**src/esc_pkg.sv**
```systemverilog
// Types, constants and microcode for the epoch seconds to calendar converter.
package esc_pkg;

	localparam logic [11:0] EpochYear     = 12'd1970;
	localparam logic [11:0] CenturyNoLeap = 12'd2100;
	localparam logic [3:0]  MonthJan      = 4'd1;
	localparam logic [3:0]  MonthFeb      = 4'd2;
	localparam logic [3:0]  MonthDec      = 4'd12;

	// Reciprocals: quotient = (dividend * recip) >> shift, exact over each step's range.
	localparam logic [31:0] Recip60 = 32'h8888_8889;
	localparam logic [5:0]  Shift60 = 6'd37;
	localparam logic [31:0] Recip24 = 32'hAAAA_AAAB;
	localparam logic [5:0]  Shift24 = 6'd36;
	// Day counts stay below 2^16, so a short reciprocal is enough for /7.
	localparam logic [31:0] Recip7  = 32'd74899;
	localparam logic [5:0]  Shift7  = 6'd19;

	typedef enum logic [3:0] {
		OP_LOAD,
		OP_DIV_MUL,
		OP_DIV_REM,
		OP_SAVE_SEC,
		OP_SAVE_MIN,
		OP_SAVE_HOUR,
		OP_SAVE_WDAY,
		OP_YEAR,
		OP_MONTH,
		OP_DONE
	} op_t;

	// Jump taken when the condition holds, otherwise fall through to pc + 1.
	typedef enum logic [2:0] {
		C_NEVER,
		C_ALWAYS,
		C_NO_START,
		C_YEAR_LONG,
		C_MONTH_LONG
	} cond_t;

	typedef logic [3:0] pc_t;

	typedef struct packed {
		op_t         op;
		cond_t       cond;
		pc_t         target;
		logic [5:0]  divisor;
		logic [5:0]  shift;
		logic [31:0] recip;
	} uword_t;

	localparam pc_t PcIdle = 4'd0;

	function automatic uword_t ucode(input pc_t pc);
		uword_t w;
		w = '{op: OP_DONE, cond: C_ALWAYS, target: PcIdle, divisor: 6'd1, shift: 6'd0,
			recip: 32'd0};
		case (pc)
			4'd0:  w = '{OP_LOAD,      C_NO_START,   4'd0,  6'd1,  6'd0,    32'd0};
			4'd1:  w = '{OP_DIV_MUL,   C_NEVER,      4'd0,  6'd60, Shift60, Recip60};
			4'd2:  w = '{OP_DIV_REM,   C_NEVER,      4'd0,  6'd60, Shift60, Recip60};
			4'd3:  w = '{OP_SAVE_SEC,  C_NEVER,      4'd0,  6'd60, Shift60, Recip60};
			4'd4:  w = '{OP_DIV_MUL,   C_NEVER,      4'd0,  6'd60, Shift60, Recip60};
			4'd5:  w = '{OP_DIV_REM,   C_NEVER,      4'd0,  6'd60, Shift60, Recip60};
			4'd6:  w = '{OP_SAVE_MIN,  C_NEVER,      4'd0,  6'd60, Shift60, Recip60};
			4'd7:  w = '{OP_DIV_MUL,   C_NEVER,      4'd0,  6'd24, Shift24, Recip24};
			4'd8:  w = '{OP_DIV_REM,   C_NEVER,      4'd0,  6'd24, Shift24, Recip24};
			4'd9:  w = '{OP_SAVE_HOUR, C_NEVER,      4'd0,  6'd24, Shift24, Recip24};
			4'd10: w = '{OP_DIV_MUL,   C_NEVER,      4'd0,  6'd7,  Shift7,  Recip7};
			4'd11: w = '{OP_DIV_REM,   C_NEVER,      4'd0,  6'd7,  Shift7,  Recip7};
			4'd12: w = '{OP_SAVE_WDAY, C_NEVER,      4'd0,  6'd7,  Shift7,  Recip7};
			4'd13: w = '{OP_YEAR,      C_YEAR_LONG,  4'd13, 6'd1,  6'd0,    32'd0};
			4'd14: w = '{OP_MONTH,     C_MONTH_LONG, 4'd14, 6'd1,  6'd0,    32'd0};
			4'd15: w = '{OP_DONE,      C_ALWAYS,     4'd0,  6'd1,  6'd0,    32'd0};
			default: w = '{OP_DONE,    C_ALWAYS,     4'd0,  6'd1,  6'd0,    32'd0};
		endcase
		return w;
	endfunction

	// Years reachable here are 1970..2106: 2100 is the only multiple of four
	// in that span that is not a leap year.
	function automatic logic is_leap(input logic [11:0] y);
		return (y[1:0] == 2'b00) && (y != CenturyNoLeap);
	endfunction

	function automatic logic [4:0] days_in_month(input logic [3:0] m, input logic leap);
		logic [4:0] d;
		d = 5'd31;
		case (m)
			MonthFeb: d = leap ? 5'd29 : 5'd28;
			4'd4:     d = 5'd30;
			4'd6:     d = 5'd30;
			4'd9:     d = 5'd30;
			4'd11:    d = 5'd30;
			default:  d = 5'd31;
		endcase
		return d;
	endfunction

endpackage

```
**src/epoch_seconds_to_calendar.sv**
```systemverilog
// Top level: Unix seconds to local calendar date, time of day and weekday.
//
//  channel  | signals                              | handshake
//  ---------+--------------------------------------+-----------------------------
//  input    | epoch_seconds                        | start, taken when !busy
//  result   | second_of_minute .. weekday          | done, one-cycle strobe
//  config   | cfg_data (tz offset, hours)          | cfg_valid / cfg_ready
//
// From accept to done an item runs four constant divisions (/60, /60, /24, /7) of
// three steps each (reciprocal multiply, remainder, save), then the year and month walk.
// A new item may be accepted in the cycle done is high.
// Reset (arst_n low) clears the step counter, strobe and offset (offset = 0).
// The receiver cannot stall; results are valid only while done is high.
module epoch_seconds_to_calendar (
	input  logic              clk,
	input  logic              arst_n,
	input  logic              cfg_valid,
	output logic              cfg_ready,
	input  logic signed [4:0] cfg_data,
	input  logic              start,
	output logic              busy,
	input  logic [31:0]       epoch_seconds,
	output logic              done,
	output logic [5:0]        second_of_minute,
	output logic [5:0]        minute_of_hour,
	output logic [4:0]        hour_of_day,
	output logic [4:0]        day_of_month,
	output logic [3:0]        month_number,
	output logic [11:0]       year_number,
	output logic [2:0]        weekday
);
	import esc_pkg::*;

	localparam logic signed [12:0] SecPerHour = 13'sd3600;

	pc_t               pc_q;
	logic              done_q;
	logic signed [4:0] tz_q;
	logic [31:0]       a_q;
	logic [31:0]       quo_q;
	logic [5:0]        rem_q;
	logic [15:0]       days_q;
	logic [11:0]       year_q;
	logic [3:0]        month_q;
	logic [5:0]        sec_q;
	logic [5:0]        min_q;
	logic [4:0]        hour_q;
	logic [4:0]        dom_q;
	logic [2:0]        wday_q;

	uword_t            uw;
	logic signed [17:0] tz_secs;
	logic [31:0]       sum;
	logic [63:0]       prod;
	logic              leap;
	logic [8:0]        ylen;
	logic [4:0]        mlen;
	logic              year_long;
	logic              month_long;
	logic              jump;

	assign uw = ucode(pc_q);

	assign tz_secs = 18'(tz_q) * 18'(SecPerHour);
	assign sum     = epoch_seconds + {{14{tz_secs[17]}}, tz_secs};

	// Division by a constant: multiply by the scaled reciprocal, keep the high bits.
	assign prod = {32'b0, a_q} * {32'b0, uw.recip};

	assign leap       = is_leap(year_q);
	assign ylen       = leap ? 9'd366 : 9'd365;
	assign mlen       = days_in_month(month_q, leap);
	assign year_long  = days_q >= {7'b0, ylen};
	assign month_long = (days_q >= {11'b0, mlen}) && (month_q != MonthDec);

	always_comb begin
		case (uw.cond)
			C_NEVER:      jump = 1'b0;
			C_ALWAYS:     jump = 1'b1;
			C_NO_START:   jump = !start;
			C_YEAR_LONG:  jump = year_long;
			C_MONTH_LONG: jump = month_long;
			default:      jump = 1'b1;
		endcase
	end

	always_ff @(posedge clk or negedge arst_n) begin
		if (!arst_n) begin
			pc_q   <= PcIdle;
			done_q <= 1'b0;
			tz_q   <= '0;
		end else begin
			pc_q   <= jump ? uw.target : pc_q + 4'd1;
			done_q <= uw.op == OP_DONE;
			if (cfg_valid) begin
				tz_q <= cfg_data;
			end
		end
	end

	always_ff @(posedge clk) begin
		case (uw.op)
			OP_LOAD: begin
				if (start) begin
					a_q <= sum;
				end
			end
			OP_DIV_MUL: begin
				quo_q <= 32'(prod >> uw.shift);
			end
			OP_DIV_REM: begin
				rem_q <= 6'(a_q - quo_q * {26'b0, uw.divisor});
			end
			OP_SAVE_SEC: begin
				sec_q <= rem_q;
				a_q   <= quo_q;
			end
			OP_SAVE_MIN: begin
				min_q <= rem_q;
				a_q   <= quo_q;
			end
			OP_SAVE_HOUR: begin
				hour_q <= rem_q[4:0];
				days_q <= quo_q[15:0];
				// 1970-01-01 was a Thursday: weekday = (days + 3) mod 7 + 1
				a_q    <= {16'b0, quo_q[15:0] + 16'd3};
			end
			OP_SAVE_WDAY: begin
				wday_q  <= rem_q[2:0] + 3'd1;
				year_q  <= EpochYear;
				month_q <= MonthJan;
			end
			OP_YEAR: begin
				if (year_long) begin
					days_q <= days_q - {7'b0, ylen};
					year_q <= year_q + 12'd1;
				end
			end
			OP_MONTH: begin
				if (month_long) begin
					days_q  <= days_q - {11'b0, mlen};
					month_q <= month_q + 4'd1;
				end
			end
			OP_DONE: begin
				dom_q <= 5'(days_q + 16'd1);
			end
			default: begin
			end
		endcase
	end

	assign cfg_ready        = 1'b1;
	assign busy             = pc_q != PcIdle;
	assign done             = done_q;
	assign second_of_minute = sec_q;
	assign minute_of_hour   = min_q;
	assign hour_of_day      = hour_q;
	assign day_of_month     = dom_q;
	assign month_number     = month_q;
	assign year_number      = year_q;
	assign weekday          = wday_q;

endmodule

```
**config.mk**
```make
export PLATFORM = sky130hd
export DESIGN_NAME = epoch_seconds_to_calendar
export DESIGN_NICKNAME = d
export VERILOG_FILES = /design/src/esc_pkg.sv /design/src/epoch_seconds_to_calendar.sv
export SDC_FILE = /design/constraint.sdc
export NUM_CORES = 2
export LEC_CHECK = 0
export BUFFER_PORTS_ARGS = -buffer_cell sky130_fd_sc_hd__buf_2
export CORE_UTILIZATION = 40
export CTS_CLUSTER_SIZE = 24
export DETAILED_ROUTE_END_ITERATION = 8
export PLACE_DENSITY_LB_ADDON = 0.3
export REMOVE_ABC_BUFFERS = 1
export SYNTH_ARGS = -nofsm -noshare
export SYNTH_HDL_FRONTEND = slang
export SYNTH_SLANG_ARGS = --single-unit
```
**constraint.sdc**
```tcl
create_clock -name clk -period 11.4 [get_ports clk]
set_input_delay 0.57 -clock clk [delete_from_list [all_inputs] [get_ports clk]]
set_output_delay 0.57 -clock clk [all_outputs]
set_load 0.01 [all_outputs]
```
* After elaboration in Yosys (flattened, before gate mapping)
Memories as Yosys holds them, arrays and structs flattened.
Index checks and enable logic that the tools add are counted.
** Storage, ports and cells
- Bits in registers :: 137
- Bits in read-only memories :: 672
- Input bits :: 41
- Output and inout port bits :: 44
- Memories :: 1
** Memory list
- (no name shown) :: depth 16, bits a word 42, read ports 1, clocked after Yosys merged registers in 0, wr ports 0, line esc_pkg.sv:58 : case (pc)
** Cells by class
- $add $sub $neg :: 10
- $mul :: 3
- Magnitude comparators :: 2
- Equality and inequality tests :: 22
- Shifts and indexed selects :: 1
- Muxes and demuxes :: 14
- Reductions and logical operators :: 17
** Operators with widths (number)
- 32-bit case mux with 3 select lines :: 1
- 32-bit by 32-bit multiplier with 64-bit output :: 1
- 64-bit by 6-bit >> shifter with 32-bit output :: 1
- 16-bit case mux with 3 select lines :: 1
- 32-bit adder :: 1
- 32-bit by 6-bit multiplier with 6-bit output :: 1
- 16-bit two-way mux :: 2
- 32-bit two-way mux :: 1
- 4-bit by 3-bit equality test with 1-bit output (second input constant) :: 6
- 12-bit case mux with 2 select lines :: 1
- 16-bit by 2-bit adder with 16-bit output (second input constant) :: 1
- 4-bit equality test (second input constant) :: 4
- 16-bit by 5-bit >= comparator with 1-bit output :: 1
- 16-bit by 9-bit >= comparator with 1-bit output :: 1
- 16-bit by 5-bit subtractor with 16-bit output :: 1
- 16-bit by 9-bit subtractor with 16-bit output :: 1
- 5-bit by 9-bit multiplier with 14-bit output (second input constant) :: 1
- 12-bit by 1-bit adder with 12-bit output (second input constant) :: 1
- 4-bit by 2-bit equality test with 1-bit output (second input constant) :: 3
- 12-bit two-way mux :: 1
- 12-bit inequality test (second input constant) :: 1
- 4-bit by 1-bit adder with 4-bit output (second input constant) :: 2
- 4-bit two-way mux :: 2
- 4-bit case mux with 2 select lines :: 1
- other kinds (24) :: 32

* Depth between registers and ports, before layout
- Word-level depth :: 8
- Gate-level depth with buffers :: 37

* Worst setup path before layout
No wires, ideal clock.
- Path type :: reg-to-reg
- From :: register pc_q[0]
- To :: register quo_q[14], data pin
- Setup time :: 0.270 ns
- Arrival :: 8.233 ns
- Required time :: 11.130 ns
- Path slack :: 2.897 ns
- Cell stages (with the launch flop) :: 34
- Path buffers :: 4
- Cells stage by stage :: dfrtp_1 inv_1 ha_1 nor2b_1 o22ai_1 clkbuf_1 clkbuf_1 clkbuf_1 nand2_1 inv_1 ha_1 ha_1 a31oi_1 fa_1 fa_1 fa_1 inv_1 fa_1 inv_1 fa_1 fa_1 inv_1 ha_1 clkbuf_1 a21oi_1 o21a_1 nor2_1 a2111oi_0 a21oi_1 a211o_1 a41oi_1 xor2_1 a2bb2oi_1 a21oi_1
** Between the ends
- Cells in the longest elaborated chain, start to end :: 3
** Ends and longest elaborated chain
- start, declared :: line epoch_seconds_to_calendar.sv:36 : pc_t pc_q;
- start signal, assigned :: line epoch_seconds_to_calendar.sv:89 : pc_q <= PcIdle;
- start signal, assigned :: line epoch_seconds_to_calendar.sv:93 : pc_q <= jump ? uw.target : pc_q + 4'd1;
- memory read 16 x 42 bit (*)
- 32-bit by 32-bit multiplier with 64-bit output :: line epoch_seconds_to_calendar.sv:68 : assign prod = {32'b0, a_q} * {32'b0, uw.recip};
- 64-bit by 6-bit >> shifter with 32-bit output (*) :: line epoch_seconds_to_calendar.sv:109 : quo_q <= 32'(prod >> uw.shift);
- end signal, assigned :: line epoch_seconds_to_calendar.sv:109
- end, declared :: line epoch_seconds_to_calendar.sv:40 : logic [31:0] quo_q;
Mark *: on every way between the ends. The rest lies on a longest branch, timed or not.
A chain may end at the register's enable or synchronous reset.

* Worst setup path in the final report
- From :: register pc_q[2]
- To :: register quo_q[25], data pin
Same word-level chain as after synthesis.

==> flow_metrics.env <==
export IMPL_status="finished with violations"
export IMPL_violations="design-rule violations"
export IMPL_relSlewSlack_pct=25.9
export IMPL_ant_nets=0
export IMPL_cts_setup_buffers=0
export IMPL_critPathMaxStageDelay_ns=0.87
export IMPL_drt_pass1_iterations=9
export IMPL_layout_drive_gt1_share_pct=4.48
export IMPL_dieArea_um2=81300
export IMPL_period_share_pct=90.3
export IMPL_fin_util_pct=43.5
export IMPL_h_tree_depth=4
export IMPL_powerDensity_nw_per_um2=51.9
export IMPL_nNetsFinal=4572
export IMPL_grt_pass1_wl_um=163000
export IMPL_ys_warnings_count=0
export IMPL_cp_start_kind="register"
export IMPL_grt_start_max_net_pins=42
export IMPL_finalClockSkew_ns=0.0167
export IMPL_vias=25000
export IMPL_grt_usage_pct=26.9
export IMPL_clkTransAtPathRegs_ns=0.07
export IMPL_max_cap_viol_count=0
export IMPL_fillers=7927
export IMPL_place_congestion=1.03
export IMPL_numCtsBuffers=17
export IMPL_period_needed_ns=10.29
export IMPL_antenna_found_initial=0
export IMPL_start_util_pct=40.5
export IMPL_whs_ns=0.0262
export IMPL_fmax_mhz=97.2
export IMPL_layout_setup_ws_ns=1.11
export IMPL_antenna_cells=0
export IMPL_clockRootBuffer="clkbuf_16"
export IMPL_synthCells=3463
export IMPL_hold_buffers=0
export IMPL_async_flop_share_pct=7.30
export IMPL_arrival_ns=10.45
export IMPL_tightest_slew_ns=1.10
export IMPL_rsz0062_at_grt="false"
export IMPL_insertion_delay_ns=0.44
export IMPL_cts_tree="built"
export IMPL_leakage_nw=17.4
export IMPL_finalSetupViolations=0
export IMPL_hold_class="in -> async"
export IMPL_setup_worst_path_end_class="register"
export IMPL_cp_max_fo=34
export IMPL_area_delta_synth_final_pct=7.28
export IMPL_ctsResizeCount=0
export IMPL_fin_setup_tns_ns=0
export IMPL_io_pins=85
export IMPL_cts_buffer_depth=2
export IMPL_yosysSeqAreaShare_pct=12.7
export IMPL_slew_viol_final=0
export IMPL_cts_sinks=137
export IMPL_first_iter_violations=2393
export IMPL_critical_path_class="reg -> reg"
export IMPL_synth_edff_count=127
export IMPL_synth_flop_cell="edfxtp_1"
export IMPL_io_buffers=83
export IMPL_routed_wl_um=107000
export IMPL_ys_types=80
export IMPL_ir_drop_mv=0.102
export IMPL_rows=103
export IMPL_die_h_um=285
export IMPL_grt_pass1_vias=26000
export IMPL_cp_slowest_cell="dfrtp_1"
export IMPL_drc=1
export IMPL_finalPower_mw=1.78
export IMPL_gr_total_overflow=0
export IMPL_syn_avg_cell_area_um2=9.26
export IMPL_final_hold_viol_count=0
export IMPL_wl_per_cell_um=23.3
export IMPL_syn_area_um2=32100
export IMPL_dp_hpwl_um=93800
export IMPL_yosys_register_bits=137
export IMPL_cp_required_ns=11.56
export IMPL_fp_coreArea_um2=79100
export IMPL_routed_via_density=5.44
export IMPL_place_ws_ns=1.43
export IMPL_die_w_um=285
-- state kept, by name (all words and copies together), names as in the netlist --
| signal | cells |
|---|---|
| quo_q | 32 |
| year_number | 12 |
| pc_q | 4 |
| minute_of_hour | 6 |
| second_of_minute | 6 |
| a_q | 32 |
| done | 1 |
| day_of_month | 5 |
| weekday | 3 |
| rem_q | 6 |
| days_q | 16 |
| hour_of_day | 5 |
| tz_q | 5 |
| month_number | 4 |
-- through the flow --
stage	instance area [um^2]	std cells
after global routing	34400	4596
final	34400	4596
after detailed placement	33800	4564
after CTS	34400	4596
after floorplan	31800	3406
after global placement	33800	4564
-- cells by family after synthesis --
kind of cell	share of synthesized area [%]
AND/OR/NAND/NOR	9.78
flip-flops	12.7
adder cells (fa/ha/maj)	50.7
multiplexers	0.164
other	0.0234
AO/OA/AOI/OAI	11.9
buffers and inverters	10.5
XOR/XNOR	4.37
-- layout by cell type (no fill, tap or decap), drive strengths merged, types with 7 or more instances in the layout --
cell type / Yosys / final
xor2: 68 / 68
clkbuf: 90 / 18
and3: 50 / 50
o21a: 16 / 16
buf: 7 / 108
dfrtp: 10 / 10
a21o: 56 / 56
xnor2: 92 / 92
a22o: 7 / 7
nor4: 8 / 8
a21oi: 181 / 181
inv: 794 / 800
nor2b: 9 / 9
ha: 498 / 498
o21bai: 27 / 27
edfxtp: 127 / 127
nor2: 140 / 140
o211ai: 10 / 10
nand2: 270 / 270
a22oi: 14 / 14
nand3: 34 / 34
a2111oi: 7 / 7
conb: 2 / 42
a221o: 12 / 12
nand2b: 16 / 16
nand4: 22 / 22
a31oi: 18 / 18
o21ai: 140 / 140
and2: 72 / 72
nor3: 28 / 28
fa: 500 / 500
a221oi: 9 / 9
a211oi: 14 / 14
o221ai: 16 / 16
o22ai: 18 / 18
o31ai: 13 / 13
-- worst paths after layout --
check                                         from                     endpoint  slack, ns  cells past startpoint
worst min register to register  rem_q[5]$_DFFE_PN_  minute_of_hour[5]$_DFFE_PP_       0.45                      0
worst max register to register   pc_q[2]$_DFF_PN0_          quo_q[25]$_DFFE_PN_       1.11                     32
worst max-delay path             pc_q[2]$_DFF_PN0_          quo_q[25]$_DFFE_PN_       1.11                     32
min in group clk                       cfg_data[4]          tz_q[4]$_DFFE_PN0P_       0.35                      3
worst min-delay path                        arst_n            pc_q[2]$_DFF_PN0_       0.03                      1
max in group asynchronous                   arst_n               done$_DFF_PN0_      11.12                      1
-- worst max-delay path: cells and delay by family (launching register included) --
family	cells	cell delay, ns
xor gates and xnor gates	2	0.61
DFF	1	0.87
buffers and inverters	7	1.08
AOI/OAI and AO/OA	12	2.58
and+or+nand+nor	2	0.80
adders and majority gates	9	4.01
-- area by class of cell --
cell class              instances  area [um^2]  share of cell area (%)
well taps                    1050         1310                    3.82
multi-input cells            2474        24800                    72.2
repair buffers                108          603                    1.75
clock buffers                  18          429                    1.25
inverters                     795         2980                    8.68
clock inverters                14          163                   0.473
flip-flops and latches        137         4060                    11.8
-- report_power, final --
| part | leakage (nW) | internal (mW) | switching (mW) |
|---|---|---|---|
| sequential | 1.28 | 0.571 | 0.00421 |
| combinational | 15.9 | 0.250 | 0.384 |
| clock | 0.288 | 0.328 | 0.246 |
-- Yosys cell counts (5+ instances only) --
cell / n / share of area (%)
inv_1: 792 / 9.3
fa_1: 500 / 31
ha_1: 498 / 19
nand2_1: 270 / 3.2
a21oi_1: 180 / 2.8
nor2_1: 140 / 1.6
edfxtp_1: 127 / 12
o21ai_0: 105 / 1.6
xnor2_1: 92 / 2.5
clkbuf_1: 90 / 1.1
and2_1: 70 / 1.4
xor2_1: 68 / 1.9
a21o_1: 56 / 1.3
and3_1: 50 / 0.98
o21ai_1: 35 / 0.55
nand3_1: 34 / 0.53
nor3_1: 28 / 0.44
o21bai_1: 27 / 0.63
nand4_1: 22 / 0.43
a31oi_1: 18 / 0.35
o22ai_1: 18 / 0.35
nand2b_1: 16 / 0.31
o21a_1: 16 / 0.37
o221ai_1: 16 / 0.44
a211oi_1: 14 / 0.33
a22oi_1: 14 / 0.33
o31ai_1: 13 / 0.30
a221o_1: 12 / 0.37
dfrtp_1: 10 / 0.78
o211ai_1: 10 / 0.23
a221oi_1: 9 / 0.25
nor2b_1: 9 / 0.18
nor4_1: 8 / 0.16
a22o_1: 7 / 0.19
buf_1: 6 / 0.070
o211a_1: 5 / 0.16
or3_1: 5 / 0.098
-- metal layers --
metal | GRT usage, % | vias to the layer above | share of wire (%)
li1 | - | 11300 | -
met1 | 37.3 | 12300 | 43
met5 | 0 | - | 0
met2 | 42.5 | 1154 | 45
met3 | 4.58 | 198 | 8.1
met4 | 9.02 | 0 | 3.9
Power figures use the tool's default switching activity.
